## src/design/pmaqi_pkg.sv

```systemverilog
`timescale 1ns / 1ps
package pmaqi_pkg;

  localparam int FrameBytesDefault = 32;
  localparam logic [7:0] StartOneReset = 8'h42;
  localparam logic [7:0] StartTwoReset = 8'h4D;

  localparam int PmHiPos = 6;
  localparam int PmLoPos = 7;

  localparam int QueueDepth = 2;
  localparam int QPtrW = $clog2(QueueDepth);
  localparam int QCntW = $clog2(QueueDepth + 1);

  localparam int NumW = 18;
  localparam int MulW = 22;
  localparam int RecipShift = 28;
  localparam int QuoW = 7;
  localparam int AqiW = 9;
  localparam int SegW = 3;
  localparam logic [SegW-1:0] SegSat = 3'd7;
  localparam logic [SegW-1:0] SegWideFirst = 3'd3;

  localparam logic [12:0] SegHi [7] = '{13'd120, 13'd354, 13'd554, 13'd1504,
                                         13'd2504, 13'd3504, 13'd5004};
  localparam logic [12:0] SegLo [8] = '{13'd0, 13'd120, 13'd354, 13'd554,
                                         13'd1504, 13'd2504, 13'd3504, 13'd0};
  // ceil(2^28 / span) per segment, exact for every numerator up to 150000
  localparam logic [MulW-1:0] SegMul [8] = '{22'd2236963, 22'd1147161, 22'd1342178,
                                              22'd282564, 22'd268436, 22'd268436,
                                              22'd178957, 22'd0};
  localparam logic [AqiW-1:0] SegBase [8] = '{9'd0, 9'd50, 9'd100, 9'd150,
                                               9'd200, 9'd300, 9'd400, 9'd500};

  typedef struct packed {
    logic        ok;
    logic [15:0] pm_scaled;
  } job_t;

  function automatic logic [SegW-1:0] seg_of(input logic [15:0] pm);
    logic [SegW-1:0] seg;
    seg = SegSat;
    for (int i = 6; i >= 0; i--) begin
      if (pm <= 16'(SegHi[i])) seg = SegW'(i);
    end
    return seg;
  endfunction

endpackage

```

## src/design/pmaqi_front.sv

```systemverilog
`timescale 1ns / 1ps
module pmaqi_front #(
  parameter int FRAME_BYTES = pmaqi_pkg::FrameBytesDefault
) (
  input  logic              clk_i,
  input  logic              rst_ni,
  input  logic              in_valid_i,
  input  logic [7:0]        in_byte_i,
  output logic              in_ready_o,
  input  logic [7:0]        start_one_i,
  input  logic [7:0]        start_two_i,
  input  logic              full_i,
  output logic              push_o,
  output pmaqi_pkg::job_t   job_o
);
  import pmaqi_pkg::*;

  localparam int PosW = $clog2(FRAME_BYTES);
  localparam logic [PosW-1:0] PosZero = '0;
  localparam logic [PosW-1:0] PosOne = PosW'(1);
  localparam logic [PosW-1:0] PosHi = PosW'(PmHiPos);
  localparam logic [PosW-1:0] PosLo = PosW'(PmLoPos);
  localparam logic [PosW-1:0] PosCkHi = PosW'(FRAME_BYTES - 2);
  localparam logic [PosW-1:0] PosLast = PosW'(FRAME_BYTES - 1);

  logic [PosW-1:0] pos_q, pos_d;
  logic [15:0] sum_q, sum_d;
  logic [15:0] pm_q, pm_d;
  logic [7:0] ck_hi_q, ck_hi_d;
  logic fire;

  assign in_ready_o = !full_i;
  assign fire = in_valid_i && in_ready_o;

  always_comb begin
    pos_d = pos_q;
    sum_d = sum_q;
    pm_d = pm_q;
    ck_hi_d = ck_hi_q;
    push_o = 1'b0;
    job_o.ok = ({ck_hi_q, in_byte_i} == sum_q);
    job_o.pm_scaled = (pm_q << 3) + (pm_q << 1);
    if (fire) begin
      if (pos_q == PosZero) begin
        if (in_byte_i == start_one_i) begin
          sum_d = 16'(in_byte_i);
          pos_d = PosOne;
        end
      end else if (pos_q == PosOne && in_byte_i != start_two_i) begin
        pos_d = PosZero;
      end else if (pos_q < PosCkHi) begin
        sum_d = sum_q + 16'(in_byte_i);
        if (pos_q == PosHi) pm_d[15:8] = in_byte_i;
        else if (pos_q == PosLo) pm_d[7:0] = in_byte_i;
        pos_d = pos_q + PosOne;
      end else if (pos_q == PosCkHi) begin
        ck_hi_d = in_byte_i;
        pos_d = pos_q + PosOne;
      end else begin
        push_o = 1'b1;
        pos_d = PosZero;
      end
    end
  end

  always_ff @(posedge clk_i or negedge rst_ni) begin
    if (!rst_ni) begin
      pos_q <= '0;
      sum_q <= '0;
      pm_q <= '0;
      ck_hi_q <= '0;
    end else begin
      pos_q <= pos_d;
      sum_q <= sum_d;
      pm_q <= pm_d;
      ck_hi_q <= ck_hi_d;
    end
  end

  a_push_at_last: assert property (@(posedge clk_i) disable iff (!rst_ni)
    push_o |-> (pos_q == PosLast && !full_i))
    else $error("push away from last frame byte");

endmodule

```

## src/design/pmaqi_queue.sv

```systemverilog
`timescale 1ns / 1ps
module pmaqi_queue (
  input  logic              clk_i,
  input  logic              rst_ni,
  input  logic              push_i,
  input  pmaqi_pkg::job_t   job_i,
  output logic              full_o,
  input  logic              pop_i,
  output logic              valid_o,
  output pmaqi_pkg::job_t   job_o
);
  import pmaqi_pkg::*;

  job_t job_q [QueueDepth];
  logic [QPtrW-1:0] wr_ptr_q, rd_ptr_q;
  logic [QCntW-1:0] cnt_q;

  assign full_o = (cnt_q == QCntW'(QueueDepth));
  assign valid_o = (cnt_q != '0);
  assign job_o = job_q[rd_ptr_q];

  always_ff @(posedge clk_i) begin
    if (push_i) job_q[wr_ptr_q] <= job_i;
  end

  always_ff @(posedge clk_i or negedge rst_ni) begin
    if (!rst_ni) begin
      wr_ptr_q <= '0;
      rd_ptr_q <= '0;
      cnt_q <= '0;
    end else begin
      if (push_i) wr_ptr_q <= (wr_ptr_q == QPtrW'(QueueDepth - 1)) ? '0 : wr_ptr_q + 1'b1;
      if (pop_i) rd_ptr_q <= (rd_ptr_q == QPtrW'(QueueDepth - 1)) ? '0 : rd_ptr_q + 1'b1;
      if (push_i && !pop_i) cnt_q <= cnt_q + 1'b1;
      else if (pop_i && !push_i) cnt_q <= cnt_q - 1'b1;
    end
  end

  a_no_overflow: assert property (@(posedge clk_i) disable iff (!rst_ni)
    !(push_i && full_o))
    else $error("queue overflow");

  a_no_underflow: assert property (@(posedge clk_i) disable iff (!rst_ni)
    pop_i |-> valid_o)
    else $error("queue underflow");

endmodule

```

## src/design/pmaqi_back.sv

```systemverilog
`timescale 1ns / 1ps
module pmaqi_back (
  input  logic              clk_i,
  input  logic              rst_ni,
  input  logic              job_valid_i,
  input  pmaqi_pkg::job_t   job_i,
  output logic              pop_o,
  output logic              out_valid_o,
  input  logic              out_ready_i,
  output logic              out_ok_o,
  output logic [15:0]       out_pm_o,
  output logic [8:0]        out_aqi_o
);
  import pmaqi_pkg::*;

  localparam logic [1:0] StIdle = 2'd0;
  localparam logic [1:0] StDiv = 2'd1;
  localparam logic [1:0] StOut = 2'd2;

  logic [1:0] state_q, state_d;
  logic [NumW-1:0] num_q, num_d;
  logic [MulW-1:0] mul_q, mul_d;
  logic [AqiW-1:0] base_q, base_d;
  logic [QuoW-1:0] quo_q, quo_d;
  logic ok_q, ok_d;
  logic [15:0] pm_q, pm_d;
  logic [AqiW-1:0] stored_q, stored_d;
  logic out_valid_q, out_valid_d;
  logic out_ok_q, out_ok_d;
  logic [15:0] out_pm_q, out_pm_d;
  logic [AqiW-1:0] out_aqi_q, out_aqi_d;

  logic [SegW-1:0] seg;
  logic [15:0] diff_full;
  logic [10:0] diff;
  logic [NumW-1:0] num;
  logic [NumW+MulW-1:0] prod;
  logic [AqiW-1:0] aqi_new;
  logic out_free;

  assign seg = seg_of(job_i.pm_scaled);
  assign diff_full = job_i.pm_scaled - 16'(SegLo[seg]);
  assign diff = diff_full[10:0];
  assign prod = num_q * mul_q;
  assign aqi_new = base_q + AqiW'(quo_q);
  assign out_free = !out_valid_q || out_ready_i;

  always_comb begin
    if (seg == SegSat) num = '0;
    else if (seg >= SegWideFirst)
      num = (NumW'(diff) << 6) + (NumW'(diff) << 5) + (NumW'(diff) << 2);
    else
      num = (NumW'(diff) << 5) + (NumW'(diff) << 4) + (NumW'(diff) << 1);
  end

  always_comb begin
    state_d = state_q;
    num_d = num_q;
    mul_d = mul_q;
    base_d = base_q;
    quo_d = quo_q;
    ok_d = ok_q;
    pm_d = pm_q;
    stored_d = stored_q;
    out_valid_d = out_valid_q && !out_ready_i;
    out_ok_d = out_ok_q;
    out_pm_d = out_pm_q;
    out_aqi_d = out_aqi_q;
    pop_o = 1'b0;
    case (state_q)
      StIdle: begin
        if (job_valid_i) begin
          pop_o = 1'b1;
          num_d = num;
          mul_d = SegMul[seg];
          base_d = SegBase[seg];
          ok_d = job_i.ok;
          pm_d = job_i.pm_scaled;
          state_d = StDiv;
        end
      end
      StDiv: begin
        quo_d = prod[RecipShift +: QuoW];
        state_d = StOut;
      end
      StOut: begin
        if (out_free) begin
          out_valid_d = 1'b1;
          out_ok_d = ok_q;
          out_pm_d = pm_q;
          out_aqi_d = ok_q ? aqi_new : stored_q;
          if (ok_q) stored_d = aqi_new;
          state_d = StIdle;
        end
      end
      default: state_d = StIdle;
    endcase
  end

  always_ff @(posedge clk_i or negedge rst_ni) begin
    if (!rst_ni) begin
      state_q <= StIdle;
      stored_q <= '0;
      out_valid_q <= 1'b0;
    end else begin
      state_q <= state_d;
      stored_q <= stored_d;
      out_valid_q <= out_valid_d;
    end
  end

  always_ff @(posedge clk_i) begin
    num_q <= num_d;
    mul_q <= mul_d;
    base_q <= base_d;
    quo_q <= quo_d;
    ok_q <= ok_d;
    pm_q <= pm_d;
    out_ok_q <= out_ok_d;
    out_pm_q <= out_pm_d;
    out_aqi_q <= out_aqi_d;
  end

  assign out_valid_o = out_valid_q;
  assign out_ok_o = out_ok_q;
  assign out_pm_o = out_pm_q;
  assign out_aqi_o = out_aqi_q;

  a_quo_bound: assert property (@(posedge clk_i) disable iff (!rst_ni)
    (state_q == StOut) |-> (quo_q <= 7'd100))
    else $error("segment quotient out of range");

  a_aqi_limit: assert property (@(posedge clk_i) disable iff (!rst_ni)
    out_valid_q |-> (out_aqi_q <= 9'd500))
    else $error("index above limit");

endmodule

```

## src/design/pm_frame_receiver_aqi_core.sv

```systemverilog
`timescale 1ns / 1ps
// path: after the last byte of a frame is transferred, the job passes through the queue
// and the back end's idle, divide and output states before m_axis_tvalid rises
// throughput: one byte per cycle while the job queue is not full; the back end takes
// one frame at a time through segment select, reciprocal multiply and output, so the
// 2-entry job queue fills only under output backpressure
// reset: asynchronous active low; clears position, sum, captured pm, checksum byte,
// stored index and queue; start bytes return to 0x42 and 0x4D
module pm_frame_receiver_aqi_core #(
  parameter int FRAME_BYTES = pmaqi_pkg::FrameBytesDefault
) (
  input  logic        clk_i,
  input  logic        rst_ni,
  input  logic        s_axis_tvalid,
  output logic        s_axis_tready,
  input  logic [7:0]  s_axis_tdata,   // rx_byte
  output logic        m_axis_tvalid,
  input  logic        m_axis_tready,
  output logic [31:0] m_axis_tdata,   // checksum_ok, pm_scaled, air_index, zero fill
  input  logic        psel,
  input  logic        penable,
  input  logic        pwrite,
  input  logic [2:0]  paddr,
  input  logic [31:0] pwdata,
  output logic [31:0] prdata,
  output logic        pready
);
  import pmaqi_pkg::*;

  localparam logic RegStartOne = 1'b0;
  localparam logic RegStartTwo = 1'b1;

  logic [7:0] start_one_q, start_two_q;
  logic cfg_wr;
  logic push, full, pop, job_valid;
  job_t job_in, job_out;
  logic out_ok;
  logic [15:0] out_pm;
  logic [8:0] out_aqi;

  assign pready = 1'b1;
  assign cfg_wr = psel && penable && pwrite && pready;

  always_ff @(posedge clk_i or negedge rst_ni) begin
    if (!rst_ni) begin
      start_one_q <= StartOneReset;
      start_two_q <= StartTwoReset;
    end else if (cfg_wr) begin
      case (paddr[2])
        RegStartOne: start_one_q <= pwdata[7:0];
        RegStartTwo: start_two_q <= pwdata[7:0];
        default: ;
      endcase
    end
  end

  always_comb begin
    case (paddr[2])
      RegStartOne: prdata = {24'b0, start_one_q};
      RegStartTwo: prdata = {24'b0, start_two_q};
      default: prdata = '0;
    endcase
  end

  pmaqi_front #(
    .FRAME_BYTES(FRAME_BYTES)
  ) u_front (
    .clk_i      (clk_i),
    .rst_ni     (rst_ni),
    .in_valid_i (s_axis_tvalid),
    .in_byte_i  (s_axis_tdata),
    .in_ready_o (s_axis_tready),
    .start_one_i(start_one_q),
    .start_two_i(start_two_q),
    .full_i     (full),
    .push_o     (push),
    .job_o      (job_in)
  );

  pmaqi_queue u_queue (
    .clk_i  (clk_i),
    .rst_ni (rst_ni),
    .push_i (push),
    .job_i  (job_in),
    .full_o (full),
    .pop_i  (pop),
    .valid_o(job_valid),
    .job_o  (job_out)
  );

  pmaqi_back u_back (
    .clk_i      (clk_i),
    .rst_ni     (rst_ni),
    .job_valid_i(job_valid),
    .job_i      (job_out),
    .pop_o      (pop),
    .out_valid_o(m_axis_tvalid),
    .out_ready_i(m_axis_tready),
    .out_ok_o   (out_ok),
    .out_pm_o   (out_pm),
    .out_aqi_o  (out_aqi)
  );

  assign m_axis_tdata = {6'b0, out_aqi, out_pm, out_ok};

endmodule

```

## config.mk

```make
export PLATFORM = sky130hd
export DESIGN_NAME = pm_frame_receiver_aqi_core
export DESIGN_NICKNAME = d
export VERILOG_FILES = /design/src/design/pmaqi_pkg.sv /design/src/design/pmaqi_front.sv /design/src/design/pmaqi_queue.sv /design/src/design/pmaqi_back.sv /design/src/design/pm_frame_receiver_aqi_core.sv
export SDC_FILE = /design/constraint.sdc
export NUM_CORES = 1
export LEC_CHECK = 0
export BUFFER_PORTS_ARGS = -buffer_cell sky130_fd_sc_hd__clkbuf_2
export CORE_MARGIN = 2
export CORE_UTILIZATION = 32
export CTS_CLUSTER_SIZE = 25
export DETAILED_ROUTE_END_ITERATION = 12
export GPL_ROUTABILITY_DRIVEN = 0
export GPL_TIMING_DRIVEN = 0
export SLEW_MARGIN = 15
export SYNTH_ARGS = -nofsm -noshare
export SYNTH_HDL_FRONTEND = slang
export SYNTH_SLANG_ARGS = --single-unit
```

## constraint.sdc

```tcl
create_clock -name clk_i -period 13.35 [get_ports clk_i]
set_input_delay 2.0025 -clock clk_i [delete_from_list [all_inputs] [get_ports clk_i]]
set_output_delay 2.0025 -clock clk_i [all_outputs]
set_load 0.01 [all_outputs]
```

==> results of run 1 <==
-- cell type report --
cell class / count / share of cell area [%]
sequential: 197 / 24.09
timing repair buffer: 61 / 1.501
clock inverter: 15 / 0.7560
buffer: 86 / 2.121
multi-input combinational: 1390 / 58.81
inverter: 380 / 6.222
tap: 855 / 4.650
clock buffer: 17 / 1.849
-- stage by stage --
step	utilization (%)	instances	setup slack [ns]
finish	35.69	3001	5.403
global route	35.69	3001	4.696
global placement	34.65	2965	5.501
CTS	35.69	3001	5.355
detailed placement	34.76	2969	5.387
floorplan	-	2053	6.732
-- registers in the layout, summed over array words and instances, names as in the netlist, 5 cells and up --
| name | count |
|---|---|
| u_front.sum_q | 16 |
| u_back.out_pm_o | 15 |
| u_back.mul_q | 17 |
| u_front.pos_q | 5 |
| u_front.pm_q | 15 |
| u_back.base_q | 8 |
| start_two_q | 8 |
| start_one_q | 8 |
| u_back.pm_q | 15 |
| u_back.num_q | 16 |
| u_back.quo_q | 7 |
| u_front.ck_hi_q | 8 |
| u_back.out_aqi_o | 9 |
| u_queue.job_q | 32 |
| u_back.stored_q | 9 |
-- placed cells by master, fill, tap and decap left out, drive strengths merged, types with 14 or more instances in the layout --
cell	synthesis	routed
dfrtp	70	70
a21o	24	24
nor2	83	83
nor2b	15	15
mux2	68	68
xnor2	70	70
nand3	14	14
clkbuf	43	117
buf	43	47
inv	379	388
nand2b	14	14
conb	2	32
ha	185	185
and2	142	142
nor3	17	17
xor2	30	30
edfxtp	121	121
o21ai	52	52
fa	270	270
a21oi	61	61
nand2	189	189
nand4	14	14
-- worst register-to-register path, delay by kind of cell (launching register included) --
family,cells,cell delay [ns]
flip-flops,1,0.34
AO/OA/AOI/OAI,13,3.25
buffers and inverters,7,0.93
XOR/XNOR,2,0.55
AND/OR/NAND/NOR,7,0.76
multiplexers,1,0.42
adder cells (fa/ha/maj),4,1.43
-- final timing paths --
kind	to	from	slack, ns
worst max-delay path	u_back.num_q[16]$_SDFFCE_PN0P_	u_queue.rd_ptr_q$_DFFE_PN0P_	5.40
worst min-delay path	u_back.out_pm_o[11]$_DFFE_PP_	u_back.pm_q[11]$_DFFE_PP_	0.42
min in group asynchronous	u_front.sum_q[4]$_DFFE_PN0P_	rst_ni	1.48
worst min register to register	u_back.out_pm_o[11]$_DFFE_PP_	u_back.pm_q[11]$_DFFE_PP_	0.42
worst max register to register	u_back.num_q[16]$_SDFFCE_PN0P_	u_queue.rd_ptr_q$_DFFE_PN0P_	5.40
max in group asynchronous	u_front.pm_q[4]$_DFFE_PN0P_	rst_ni	11.28
-- kinds of logic after synthesis --
kind of cell	share of synthesized area [%]
XOR/XNOR	4.310
multiplexers	4.244
AND/OR/NAND/NOR	12.55
other	0.03598
buffers and inverters	9.196
flip-flops	26.56
AO/OA/AOI/OAI	6.115
adder cells (fa/ha/maj)	36.99
-- metal layers --
metal / share of wire, % / vias to the layer above / track usage (%)
li1: - / 6600 / -
met1: 42 / 6961 / 18.85
met2: 49 / 412 / 26.38
met3: 5.7 / 95 / 2.334
met4: 3.1 / 0 / 4.981
met5: 0 / - / 0
==> results.ini, run 1 <==
[detailed_routing]
vias_per_cell=4.688
route.detailed.drc=0
post_drt_wl_per_cell_um=16.26
drtIter0Drc=796
first_pass_iters=5
ant_nets=0
vias=14068
finalWirelength_um=48810

[status]
outcome=finished, final reports clean

[worst_setup_path]
start_kind=register
path_buf_inv=7
cp_max_fo=10
crit_family=compound AO/OA/AOI/OAI gates
critPathMaxStageDelay_ns=0.62
r2r_cells=34
cp_slowest_cell=fa_1
crit_cells=34
critical_path_required_ns=13.53
path_class=reg -> reg
crit_path_end_kind=register
arrival_ns=8.13

[flow_run]
maxCapViolations=0

[layout]
multi_input_area_mm2=0.01353
area_growth_pct=10.22
drive_gt1_share_pct=10.76
n_fill_cell=6521
seq_area_mm2=0.005543
diodes=0
stdcell_area_mm2=0.02300
fin_nets=2638

[timing]
fin_tns_setup_ns=0
finalCritPeriodShare_pct=59.53
finalWorstPathRequiredPeriod_ns=7.947
finalSetupViolCount=0
hold_ws_ns=0.4234
slew_headroom_pct=33.82
finalMaxSlewViolations=0
worstMarginPinSlew_ns=0.9852
timing.fmax_mhz=125.8
hold_viol=0
fin_skew_ns=0.01707
rsz0062_at_grt=false

[die]
initial_core_util_pct=32.38
fp-row-count=93
fp.coreArea_mm2=0.06446
dieArea_mm2=0.06728
die_h_um=259.4
io_pins=117
fp.dieW_um=259.4

[clock_tree]
cts.sinks=197
post_cts_buffers=0
clock_latency_ns=0.44
holdBufCountCts=0
clkTransAtPathRegs_ns=0.09
cts_resized=0
cts_tree=done
numCtsBuffers=17
cts-root-buf=clkbuf_16
cts-htree-levels=4
cts_buffer_depth=2

[synth]
post-synth-top-count-cell=inv_1
yosys_most_used_dff=edfxtp_1
ys_seq_elements=197
synth_commonest_cells=inv_1, fa_1, nand2_1
ys_types=71
syn_inst=2023
synth.cell_area_mm2=0.02087
synthTopCellsByArea=fa_1, edfxtp_1, ha_1
syn-mean-instance-area_um2=10.32
synth-seq-area-share_pct=26.56
yosys.area.top_type=fa_1
async_flop_share_pct=38.58
synth_top_area_share_pct=25.90
synth_warnings=0
synth_edf_count=121

[global_route]
grt.overflow.total=0
antenna_found_initial=0
grt_pass1_vias=15136
grt_pass1_wl_um=79870
grt_max_degree=55
grtUsageTotal_pct=15.04

[hold_path]
hold_path_depth=0
hold_class=reg -> reg

[placed_design]
hpwl_um=40840
dpl_cell_area_mm2=0.02241
numPortBuffers=57

Power of run 1 is left out: the tool's default activity adds up to more than one toggle a clock period on the data nets, which glitch-free logic cannot reach.
==> run 2, diff against run 1 <==
- clock period: 13.35 -> 7.7 ns (I/O delays scaled with it)
==> results.ini, run 2 (synthesis results as in run 1) <==
[status]
outcome=finished, final reports clean

[global_route]
grtUsageTotal_pct=15.05  ; about the same
grt_pass1_wl_um=79940  ; about the same
grt_pass1_vias=15144  ; +0.053%
antenna_found_initial=0  ; unchanged
grt.overflow.total=0  ; unchanged
grt_max_degree=55  ; unchanged

[hold_path]
hold_class=reg -> reg

[layout]
fin_nets=2646  ; +0.30%
n_fill_cell=6496  ; -0.38%
diodes=0  ; unchanged
fin_cells=3009  ; +0.27%
largest_reg_flops=32  ; unchanged
drive_gt1_share_pct=11.79  ; +1.0 points
area_growth_pct=10.95
layout_common_cells=inv_1, fa_1, nand2_1
regMostFlops=u_queue.job_q
top_regs=u_queue.job_q: 32 flops, u_back.mul_q: 17 flops
layout_commonest_cell=inv_1
stdcell_area_mm2=0.02316  ; +0.66%

[worst_setup_path]
critical_path_required_ns=7.89  ; -5.64 ns
crit_path_end_kind=register
start_kind=register
cp_max_fo=10  ; unchanged
path_class=reg -> reg
arrival_ns=7.54  ; -0.59 ns

[detailed_routing]
drtIter0Drc=862  ; +8.3%
post_drt_wl_per_cell_um=16.31  ; +0.29%
vias_per_cell=4.676  ; -0.25%
vias=14070  ; +0.014%
first_pass_iters=5  ; unchanged
finalWirelength_um=49080  ; +0.56%
route.detailed.drc=0  ; unchanged
ant_nets=0  ; unchanged

[die]
fp.dieW_um=259.4  ; unchanged
io_pins=117  ; unchanged
dieArea_mm2=0.06728  ; unchanged
initial_core_util_pct=32.38  ; unchanged
die_h_um=259.4  ; unchanged
fp-row-count=93  ; unchanged
fp.coreArea_mm2=0.06446  ; unchanged

[timing]
fin_skew_ns=0.01649  ; -0.0005760 ns
hold_viol=0  ; unchanged
finalSetupViolCount=0  ; unchanged
slew_headroom_pct=33.98  ; +0.16 points
finalMaxSlewViolations=0  ; unchanged
worstMarginPinSlew_ns=0.9827  ; -0.002427 ns
timing.fmax_mhz=136.1  ; +8.2%
finalWorstPathRequiredPeriod_ns=7.346  ; -0.6012 ns
rsz0062_at_grt=true
finalCritPeriodShare_pct=95.40  ; +36 points

[clock_tree]
cts-root-buf=clkbuf_16
cts_tree=done
holdBufCountCts=0  ; unchanged
clock_latency_ns=0.44  ; about the same
numCtsBuffers=17  ; unchanged
clkTransAtPathRegs_ns=0.09  ; about the same
cts.sinks=197  ; unchanged
cts_buffer_depth=2  ; unchanged
cts-htree-levels=4  ; unchanged

[placed_design]
dpl_cell_area_mm2=0.02241  ; unchanged
hpwl_um=40840  ; unchanged
numPortBuffers=57  ; unchanged
placedCellCount=2969  ; unchanged

[flow_run]
maxCapViolations=0  ; unchanged

==> run 2: metal layers <==
metal / part of all wire, % / GRT usage [%] / routed length [um]
met3: 5.2 / 2.334 / 2544
met1: 43 / 18.85 / 20970
met2: 49 / 26.44 / 24210
met4: 2.8 / 4.917 / 1359
met5: 0 / 0 / 0
==> run 2: final cells by class <==
cell class / instances / area (um2) / share of cell area, %
multi-input combinational: 1390 / 13620 / 58.80
sequential: 197 / 5543 / 23.94
inverter: 380 / 1431 / 6.181
tap: 855 / 1070 / 4.620
buffer: 86 / 490.5 / 2.118
clock buffer: 17 / 425.4 / 1.837
timing repair buffer: 69 / 405.4 / 1.751
clock inverter: 15 / 173.9 / 0.7511
==> run 2: path summary, 6_finish.rpt <==
check                           slack, ns  depth (start not counted)                       endpoint                           from
worst max-delay path                 0.35                         24      u_back.quo_q[6]$_DFFE_PN_  u_back.num_q[8]$_SDFFCE_PN0P_
worst min-delay path                 0.43                          0  u_back.out_pm_o[15]$_DFFE_PP_      u_back.pm_q[15]$_DFFE_PP_
worst max register to register       0.35                         24      u_back.quo_q[6]$_DFFE_PN_  u_back.num_q[8]$_SDFFCE_PN0P_
worst min register to register       0.43                          0  u_back.out_pm_o[15]$_DFFE_PP_      u_back.pm_q[15]$_DFFE_PP_
max in group asynchronous            6.48                          2    u_front.pm_q[4]$_DFFE_PN0P_                         rst_ni
min in group asynchronous            0.63                          1   u_front.sum_q[4]$_DFFE_PN0P_                         rst_ni
==> run 2: metrics by stage <==
step | setup TNS, ns | hold slack [ns] | setup WS (ns) | utilization [%]
after CTS | 0 | 0.4250 | 0.009410 | 35.73
after detailed placement | -0.2626 | 0.4065 | -0.2626 | 34.76
final | 0 | 0.4253 | 0.3544 | 35.92
after global placement | -0.1486 | 0.4130 | -0.1486 | 34.65
after floorplan | 0 | 0.4003 | 1.082 | -
after global routing | -0.01649 | 0.4447 | -0.01649 | 35.92
==> run 2: repair_timing <==
| action | 4_1_cts | 5_1_grt |
|---|---|---|
| endpoints found under the setup margin | 1 | 9 |
| cloned | 0 | 0 |
| pin swaps | 0 | 3 |
| gates resized for setup | 4 | 14 |
| setup buffers | 0 | 8 |
==> run 2: worst max-delay path, cell delays in order, from the launching register on <==
cell and delay (ns):
edfxtp_1 0.66, clkbuf_1 0.46, nand2_1 0.15, fa_1 0.54, inv_1 0.06, fa_1 0.54, inv_1 0.05, fa_1 0.50
inv_1 0.05, fa_1 0.48, inv_1 0.06, fa_1 0.52, inv_1 0.05, fa_1 0.47, ha_1 0.32, a21oi_1 0.15
o221a_2 0.21, o21ai_0 0.11, a221o_1 0.39, a31oi_2 0.41, o21ai_0 0.29, nand4_1 0.16, nand4b_1 0.15, a21oi_1 0.20
xnor2_1 0.08
Power of run 2 is left out for the same reason.
